`src/hdl/qph_pkg.sv`:
```
// Package for the quadratic probe hash set: sizes, codes and payload types.
// Used by every module of the block but qph_ram; depends on nothing.
package qph_pkg;

  localparam int TABLE_DEPTH = 1024;
  localparam int SLOT_W      = $clog2(TABLE_DEPTH);
  localparam int SIZE_W      = $clog2(TABLE_DEPTH + 1);
  localparam int CFG_W       = 11;
  localparam int KEY_W       = 31;
  localparam int ENTRY_W     = KEY_W + 1;
  localparam int SLOT_OUT_W  = 10;
  localparam int COLL_W      = 32;
  localparam int STATUS_W    = 2;
  localparam int DIV_BITS    = 4;
  localparam int DIV_STEPS   = (KEY_W + DIV_BITS - 1) / DIV_BITS;
  localparam int DIV_W       = DIV_STEPS * DIV_BITS;
  localparam int DIV_CNT_W   = $clog2(DIV_STEPS);
  localparam int APB_DATA_W  = 32;
  localparam int APB_ADDR_W  = 3;

  localparam logic OP_INSERT = 1'b0;
  localparam logic OP_SEARCH = 1'b1;

  localparam logic [STATUS_W-1:0] ST_OK   = 2'd0;
  localparam logic [STATUS_W-1:0] ST_MISS = 2'd1;
  localparam logic [STATUS_W-1:0] ST_FULL = 2'd2;

  localparam logic REG_TABLE_SIZE = 1'b0;

  typedef struct packed {
    logic             opcode;
    logic [KEY_W-1:0] key;
  } req_t;

  typedef struct packed {
    logic [STATUS_W-1:0]   status;
    logic [SLOT_OUT_W-1:0] slot;
    logic [COLL_W-1:0]     collision_count;
  } result_t;

  typedef struct packed {
    logic                load_item;
    logic                div_step;
    logic                probe_init;
    logic                probe_adv;
    logic                key_wr;
    logic                clear_wr;
    logic                status_load;
    logic [STATUS_W-1:0] status_code;
    logic                res_load;
  } cmd_t;

  typedef struct packed {
    logic clear_done;
    logic div_done;
    logic entry_empty;
    logic key_match;
    logic probe_last;
    logic is_insert;
    logic out_free;
  } sts_t;

endpackage

```
`src/hdl/qph_ctrl.sv`:
```
// Controller state machine of the quadratic probe hash set.
// Depends on qph_pkg; drives the datapath through cmd_t and reads sts_t.
module qph_ctrl
  import qph_pkg::*;
(
  input  logic clk,
  input  logic rst,
  input  logic req_valid,
  output logic req_ready,
  input  sts_t sts,
  output cmd_t cmd
);

  localparam logic [2:0] S_CLEAR = 3'd0;
  localparam logic [2:0] S_IDLE  = 3'd1;
  localparam logic [2:0] S_DIV   = 3'd2;
  localparam logic [2:0] S_INIT  = 3'd3;
  localparam logic [2:0] S_READ  = 3'd4;
  localparam logic [2:0] S_CHECK = 3'd5;
  localparam logic [2:0] S_DONE  = 3'd6;

  logic [2:0] state;
  logic [2:0] state_next;

  always_ff @(posedge clk) begin
    if (rst) begin
      state <= S_CLEAR;
    end else begin
      state <= state_next;
    end
  end

  always_comb begin
    state_next = state;
    cmd = '0;
    req_ready = 1'b0;
    unique case (state)
      S_CLEAR: begin
        cmd.clear_wr = 1'b1;
        if (sts.clear_done) begin
          state_next = S_IDLE;
        end
      end
      S_IDLE: begin
        req_ready = 1'b1;
        if (req_valid) begin
          cmd.load_item = 1'b1;
          state_next = S_DIV;
        end
      end
      S_DIV: begin
        cmd.div_step = 1'b1;
        if (sts.div_done) begin
          state_next = S_INIT;
        end
      end
      S_INIT: begin
        cmd.probe_init = 1'b1;
        state_next = S_READ;
      end
      S_READ: begin
        state_next = S_CHECK;
      end
      S_CHECK: begin
        if (sts.entry_empty) begin
          cmd.status_load = 1'b1;
          if (sts.is_insert) begin
            cmd.key_wr = 1'b1;
            cmd.status_code = ST_OK;
          end else begin
            cmd.status_code = ST_MISS;
          end
          state_next = S_DONE;
        end else if (sts.key_match) begin
          cmd.status_load = 1'b1;
          cmd.status_code = ST_OK;
          state_next = S_DONE;
        end else if (sts.probe_last) begin
          cmd.status_load = 1'b1;
          cmd.status_code = ST_FULL;
          state_next = S_DONE;
        end else begin
          cmd.probe_adv = 1'b1;
          state_next = S_READ;
        end
      end
      S_DONE: begin
        if (sts.out_free) begin
          cmd.res_load = 1'b1;
          state_next = S_IDLE;
        end
      end
      default: begin
        state_next = S_IDLE;
      end
    endcase
  end

`ifndef SYNTH
  a_key_wr_empty: assert property (@(posedge clk) disable iff (rst)
    cmd.key_wr |-> sts.entry_empty && sts.is_insert)
    else $error("key written to an occupied slot");
  a_res_free: assert property (@(posedge clk) disable iff (rst)
    cmd.res_load |-> sts.out_free)
    else $error("result loaded over an unaccepted result");
  a_adv_limit: assert property (@(posedge clk) disable iff (rst)
    cmd.probe_adv |-> !sts.probe_last && !sts.entry_empty && !sts.key_match)
    else $error("probe advanced past a terminal slot");
  a_load_div: assert property (@(posedge clk) disable iff (rst)
    cmd.load_item |=> cmd.div_step && !req_ready)
    else $error("accepted request did not start the home slot division");
`endif

endmodule

```
`config.mk`:
```
export PLATFORM = sky130hd
export DESIGN_NAME = qph_ctrl
export DESIGN_NICKNAME = d
export VERILOG_FILES = /design/src/hdl/qph_pkg.sv /design/src/hdl/qph_ctrl.sv
export SDC_FILE = /design/constraint.sdc
export NUM_CORES = 1
export LEC_CHECK = 0
export BUFFER_PORTS_ARGS = -buffer_cell sky130_fd_sc_hd__buf_2
export CORE_AREA = 4 4 41 43
export DETAILED_ROUTE_END_ITERATION = 16
export DIE_AREA = 0 0 45 47
export GPL_TIMING_DRIVEN = 0
export HOLD_SLACK_MARGIN = 0.06
export PLACE_DENSITY = 0.49
export SLEW_MARGIN = 5
export SYNTH_ARGS = -nofsm -noshare
export SYNTH_HDL_FRONTEND = slang
export SYNTH_SLANG_ARGS = --single-unit
```
`constraint.sdc`:
```
create_clock -name clk -period 5.2 [get_ports clk]
set_input_delay 0.78 -clock clk [delete_from_list [all_inputs] [get_ports clk]]
set_output_delay 0.78 -clock clk [all_outputs]
set_load 0.01 [all_outputs]
```
==> results of run 1 <==
-- area by class of cell --
type	count	area share, %
Sequential cell	3	12.5
Buffer	2	1.83
Inverter	5	3.92
Timing Repair Buffer	20	20.9
Tap cell	15	3.92
Multi-Input combinational cell	34	51.4
Clock buffer	4	5.48
-- path summary, 6_finish.rpt --
check | startpoint | end | slack (ns)
worst max-delay path | state[1] | cmd[2] | 2.84
worst min-delay path | state[0] | state[2] | 0.68
worst max register to register | state[1] | state[0] | 3.24
worst min register to register | state[0] | state[2] | 0.68
-- Yosys cell counts --
library cell | n | area (um^2)
ha_1 | 1 | 12.5
dfxtp_1 | 3 | 60.1
a21oi_1 | 2 | 10.0
a32oi_1 | 1 | 8.76
and3_2 | 1 | 7.51
o31ai_1 | 2 | 15.0
nand2b_2 | 1 | 8.76
and3_1 | 2 | 12.5
buf_2 | 1 | 5.00
clkbuf_1 | 1 | 3.75
nor3_1 | 4 | 20.0
nor3b_1 | 1 | 7.51
a221oi_2 | 1 | 15.0
o32ai_1 | 1 | 8.76
and4_1 | 1 | 8.76
a31oi_1 | 1 | 6.26
o21ai_0 | 3 | 15.0
or3_1 | 1 | 6.26
or3b_4 | 1 | 11.3
nor2b_2 | 1 | 8.76
nor4b_1 | 1 | 8.76
nand2_1 | 1 | 3.75
a211o_1 | 1 | 8.76
inv_1 | 5 | 18.8
nor2_1 | 4 | 15.0
mux2_2 | 1 | 11.3
o32ai_2 | 1 | 16.3
-- critical path: stages, from the launching register on --
cell	delay (ns)
dfxtp_1	0.31
clkbuf_1	0.23
nor2b_2	0.25
nand2_1	0.12
nor4b_1	0.27
buf_2	0.18
-- per-stage QoR --
stage	total power [mW]	worst slack (ns)	cells	hold WS [ns]
global placement	0.179	2.91	79	0.700
finish	0.216	2.84	83	0.676
global route	0.237	2.66	83	0.719
CTS	0.218	2.80	83	0.669
floorplan	0.139	3.16	44	0.578
detailed placement	0.176	2.89	79	0.663
-- report_power, final --
part / switching (mW) / leakage (nW) / internal (mW)
registers: 0.0121 / 0.0247 / 0.0313
clock network: 0.0112 / 0.0150 / 0.0287
logic: 0.0714 / 0.192 / 0.0613
-- kinds of logic after synthesis --
group	count (synthesis)	share of synthesized area, %
AOI/OAI and AO/OA	13	31.1
adders and majority gates	1	3.74
buffers and inverters	7	8.24
DFF	3	18.0
muxes	1	3.37
and+or+nand+nor	19	35.6
-- layer usage --
| metal | GRT usage, % | wire length [um] |
|---|---|---|
| met2 | 15.3 | 410 |
| met1 | 12.0 | 410 |
| met4 | 3.51 | 0 |
| met3 | 2.68 | 82 |
| met5 | 0 | 0 |
==> results.md, run 1 <==
* Outcome: finished, final reports clean
* I/O Buffers at 20
* DRT iter0 DRCs at 4
* Largest registers: state (3)
* Area of the core at between 1000 and 1500 um^2
* Total Routing Usage GR at approximately a tenth
* Critical path required time at ~4.4 ns
* Vias per cell at about 5
* CTS H-tree depth at 1
* Yosys cell types at 27
* CP startpoint kind: register
* IO Count at 21
* Pin count of the biggest net entering global routing at 11
* Sequential fraction of the synthesis area at between 15 and 20%
* Max-slew violations at 0
* Post-layout min period at ~2.4 ns
* Footprint of the multi-input gates at approximately 250 um^2
* CTS clk-pin slew, worst paths at around 0.04 ns
* Skew final at 0.000777 ns
* Post_cts resized at 0
* Setup violators final at 0
* Final ANT Viol Nets at 0
* Layout cells sized above 1 at 45.6%
* Largest Register: state
* Register bit total from synthesis at 3
* Most frequent cells in the layout: buf_2, inv_1, nor2_1, nor3_1
* Overflow left after global routing at 0
* Setup TNS at 0 ns
* Leakage at 0.232 nW
* Syn. warnings at 0
* Die X at about 45 um
* Pwr per Cell Area at around 450 nW/um^2
* Worst hold stages at 2
* Fillers at approximately 150
* Max Fanout on Critical Path at 10
* CTS tree: built
* Hold Crit Class: reg -> reg
* Initial Utilization at 25.7%
* Die ar. at 2120 um^2
* Antenna violations before repair at 0
* Total wire length at between 900 and 1000 um
* Final GP Congestion at approximately 0.7
* CTS sink cnt at 3
* Via Count at around 420
* Nets at 80
* Setup Buffers After CTS at 0
* Final Hold Fails at 0
* Element type at the critical path end: primary output
* Final HPWL DP at around 700 um
* Worst R2R Path Depth at 7
* Finished Cell Area at between 400 and 500 um^2
* Vias in the first global route at roughly 380
* Placed Area at about 450 um^2
* RSZ-0062 raised after global routing: false
* Register area at ~60 um^2
* DRT Pass-1 Iters at 2
* Clk_lat worst skew at between 0.2 and 0.25 ns
* Commonest non-fill, non-tap cell in the layout: buf_2
* Worst slew margin at slightly above 70%
* Final clock period utilization by the worst path at around 45%
* Diodes inserted at 0
* Largest register FFs at 3
* Arrival time at the worst endpoint at between 1.5 and 2 ns
* Rows at 13
* Synth Net Count at 55
* Setup Crit Path Kind: reg -> out
* Mean Syn Cell Area at around 7.6 um^2
* # hold bufs at CTS at 0
* VDD IR max at ~120 uV
* CTS max path bufs at 2
* CTS Buf Count at 3
* Mapped Cells at 44
* WL per Instance at about 11 um
* Area grow syn2layout at 43.4%
* Die Ht at 47 um
* DRC viols at 0
* Synthesized area at around 330 um^2
* Worst-margin pin slew at between 0.4 and 0.5 ns
* Max Fclk at around 420 MHz
* Max_cap viols at 0
* Finished Core Util at about 37%
* First-pass GRT wire length at 1510 um
* Root Buffer Master: clkbuf_4
No activity file was read; power rests on OpenSTA's default activity.
==> run 2: changes to the inputs <==
--- a/config.mk
+++ b/config.mk
@@ -5,13 +5,14 @@
 export SDC_FILE = /design/constraint.sdc
 export NUM_CORES = 1
 export LEC_CHECK = 0
+export ABC_AREA = 1
 export BUFFER_PORTS_ARGS = -buffer_cell sky130_fd_sc_hd__buf_2
 export CORE_AREA = 4 4 41 43
 export DETAILED_ROUTE_END_ITERATION = 16
 export DIE_AREA = 0 0 45 47
 export GPL_TIMING_DRIVEN = 0
 export HOLD_SLACK_MARGIN = 0.06
-export PLACE_DENSITY = 0.49
+export PLACE_DENSITY = 0.52
 export SLEW_MARGIN = 5
 export SYNTH_ARGS = -nofsm -noshare
 export SYNTH_HDL_FRONTEND = slang
==> constraint.sdc (replaced) <==
create_clock -name clk -period 2.4 [get_ports clk]
set_input_delay 0.36 -clock clk [delete_from_list [all_inputs] [get_ports clk]]
set_output_delay 0.36 -clock clk [all_outputs]
set_load 0.01 [all_outputs]
==> run 2 against run 1 <==
- clock skew rose by 0.0025 ns
- critical path depth did not move
- sequential power rose to 2.6 times the previous value
- final cell count rose by 28%
- register-to-register slack got worse by 2.1 ns
- non-clock buffer count fell by 2
- critical endpoint unchanged
- largest cell class unchanged
==> results.md, run 2 <==
* Placement Setup Slack at ~0.86 ns
* Commonest non-fill, non-tap cell in the layout: buf_2
* Final HPWL DP at 764 um
* Setup WS post-layout at ~0.64 ns
* Final clock period utilization by the worst path at around 73%
* Largest Register: state
* Synth Net Count at 78
* Die ar. at between 2000 and 2500 um^2
* Worst hold margin at roughly 0.3 ns
* Layout cells sized above 1 at approximately 36%
* Via Count at approximately 460
* Die X at around 45 um
* Buffers and inverters on the worst path at 3
* Final ANT Viol Nets at 0
* Vias per cell at 4.35
* Worst-margin pin slew at ~0.30 ns
* IO Count at 21
* Yosys cell types at 17
* CP max-delay cell: dfxtp_1
* Finished Cell Area at between 500 and 600 um^2
* Post-layout min period at 1.76 ns
* CTS sink cnt at 3
* Max Fanout on Critical Path at 8
* Top Family by Delay on Critical Path: flip-flops
* Syn. warnings at 0
* CP Depth at 5
* Skew final at 0.00324 ns
* Pin count of the biggest net entering global routing at 9
* Root Buffer Master: clkbuf_4
* Setup Buffers After CTS at 0
* Overflow left after global routing at 0
* Register bit total from synthesis at 3
* Hold Crit Class: in -> reg
* Top post-synthesis cells by area: nand2_1, dfxtp_1, nor2_1, inv_1, nand3_1
* Area grow syn2layout at 39.2%
* Mean Syn Cell Area at 5.53 um^2
* Crit-path cells: inv_2 > nor2_4 > inv_1 > nor4_1 > buf_2
* Setup violators final at 0
* Rows at 13
* Max Fclk at between 500 and 600 MHz
* Element type at the critical path end: primary output
* CTS clk-pin slew, worst paths at roughly 0.040 ns
* Fillers at 154
* Cell accounting for the most synthesized area: nand2_1
* CTS H-tree depth at 1
* Synth cell count leaders: nand2_1, nor2_1, inv_1
* Vias in the first global route at between 300 and 400
* Largest registers: state (3)
* Async set-or-reset flop fraction in the synthesized netlist at 0%
* Initial Utilization at 28.5%
* Clk_lat worst skew at 0.23 ns
* Post_cts resized at 0
* CTS max path bufs at 2
* I/O Buffers at 20
* First-pass GRT wire length at 1470 um
* Die Ht at 47 um
* DRT iter0 DRCs at 10
* RSZ-0062 raised after global routing: false
* Number of enable flip-flop cells after synthesis at 0
* Max-slew violations at 0
* Final std cells w/o fill at 106
* Placed Area at 489 um^2
* Antenna violations before repair at 0
* # hold bufs at CTS at 0
* VDD IR max at 494 uV
* Synthesized area at between 300 and 400 um^2
* CTS Buf Count at 3
* CTS tree: built
* Total wire length at 902 um
* WL per Instance at between 8 and 9 um
* Largest register FFs at 3
* DRC viols at 0
* Total Routing Usage GR at about a tenth
* Setup TNS at 0 ns
* Most frequent cells in the layout: buf_2, nand2_1, nor2_1, inv_1, nand3_1
* Critical path required time at between 2 and 2.5 ns
* Cell Count Post-Placement at about 100
* Leakage at about 0.33 nW
* Final Hold Fails at 0
* Diodes inserted at 0
* Max_cap viols at 0
* Worst hold stages at 2
* Worst slew margin at about 80%
* Area share of the largest cell type after synthesis at ~17%
* Arrival time at the worst endpoint at between 1 and 1.5 ns
* CP startpoint kind: register
* Main synth FF type: dfxtp_1
* Pwr per Cell Area at ~1100 nW/um^2
* Worst R2R Path Depth at 7
* Count leader, synth: nand2_1
* Mapped Cells at 67
* Nets at slightly above 100
* Area of the core at between 1000 and 1500 um^2
* Final GP Congestion at roughly 0.83
* Outcome: finished, final reports clean
* DRT Pass-1 Iters at 4
* Setup Crit Path Kind: reg -> out
* CP peak stage delay at 0.48 ns
* Sequential fraction of the synthesis area at ~16%
[run 2: cells by family after synthesis]
logic type | Yosys count | share of synthesized area, %
buffers and inverters | 15 | 15.2
AOI/OAI and AO/OA | 2 | 3.72
and+or+nand+nor | 46 | 61.5
DFF | 3 | 16.2
adders and majority gates | 1 | 3.38
[run 2: layout make-up]
type                    instances  area, um^2  share of cell area [%]
well taps                      15        18.8                    3.64
clock buffers                   4        26.3                    5.10
inverters                      15        56.3                    10.9
repair buffers                 20         100                    19.4
multi-input cells              49         254                    49.3
flip-flops and latches          3        60.1                    11.7
[run 2: path summary, 6_finish.rpt]
kind            start        to  slack (ns)
max          state[2]    cmd[2]        0.64
min reg2reg  state[2]  state[2]        0.61
max reg2reg  state[1]  state[2]        1.16
min               rst  state[0]        0.30
[run 2: through the flow]
step           total power [mW]  utilization [%]
2_1_floorplan             0.372                -
3_3_place_gp              0.464             37.6
3_5_place_dp              0.463             37.6
4_1_cts                   0.556             39.6
5_1_grt                   0.608             39.6
6_report                  0.544             39.6
[run 2: layer usage]
metal	vias up	track usage [%]	part of all wire, %
met2	20	15.8	48
met3	0	2.68	10
li1	251	-	-
met5	-	0	0
met4	0	7.02	0
met1	190	10.5	42
[run 2: where the power goes]
part           switching, mW  internal [mW]
Combinational          0.215          0.132
Sequential            0.0401         0.0708
Clock                 0.0247         0.0622
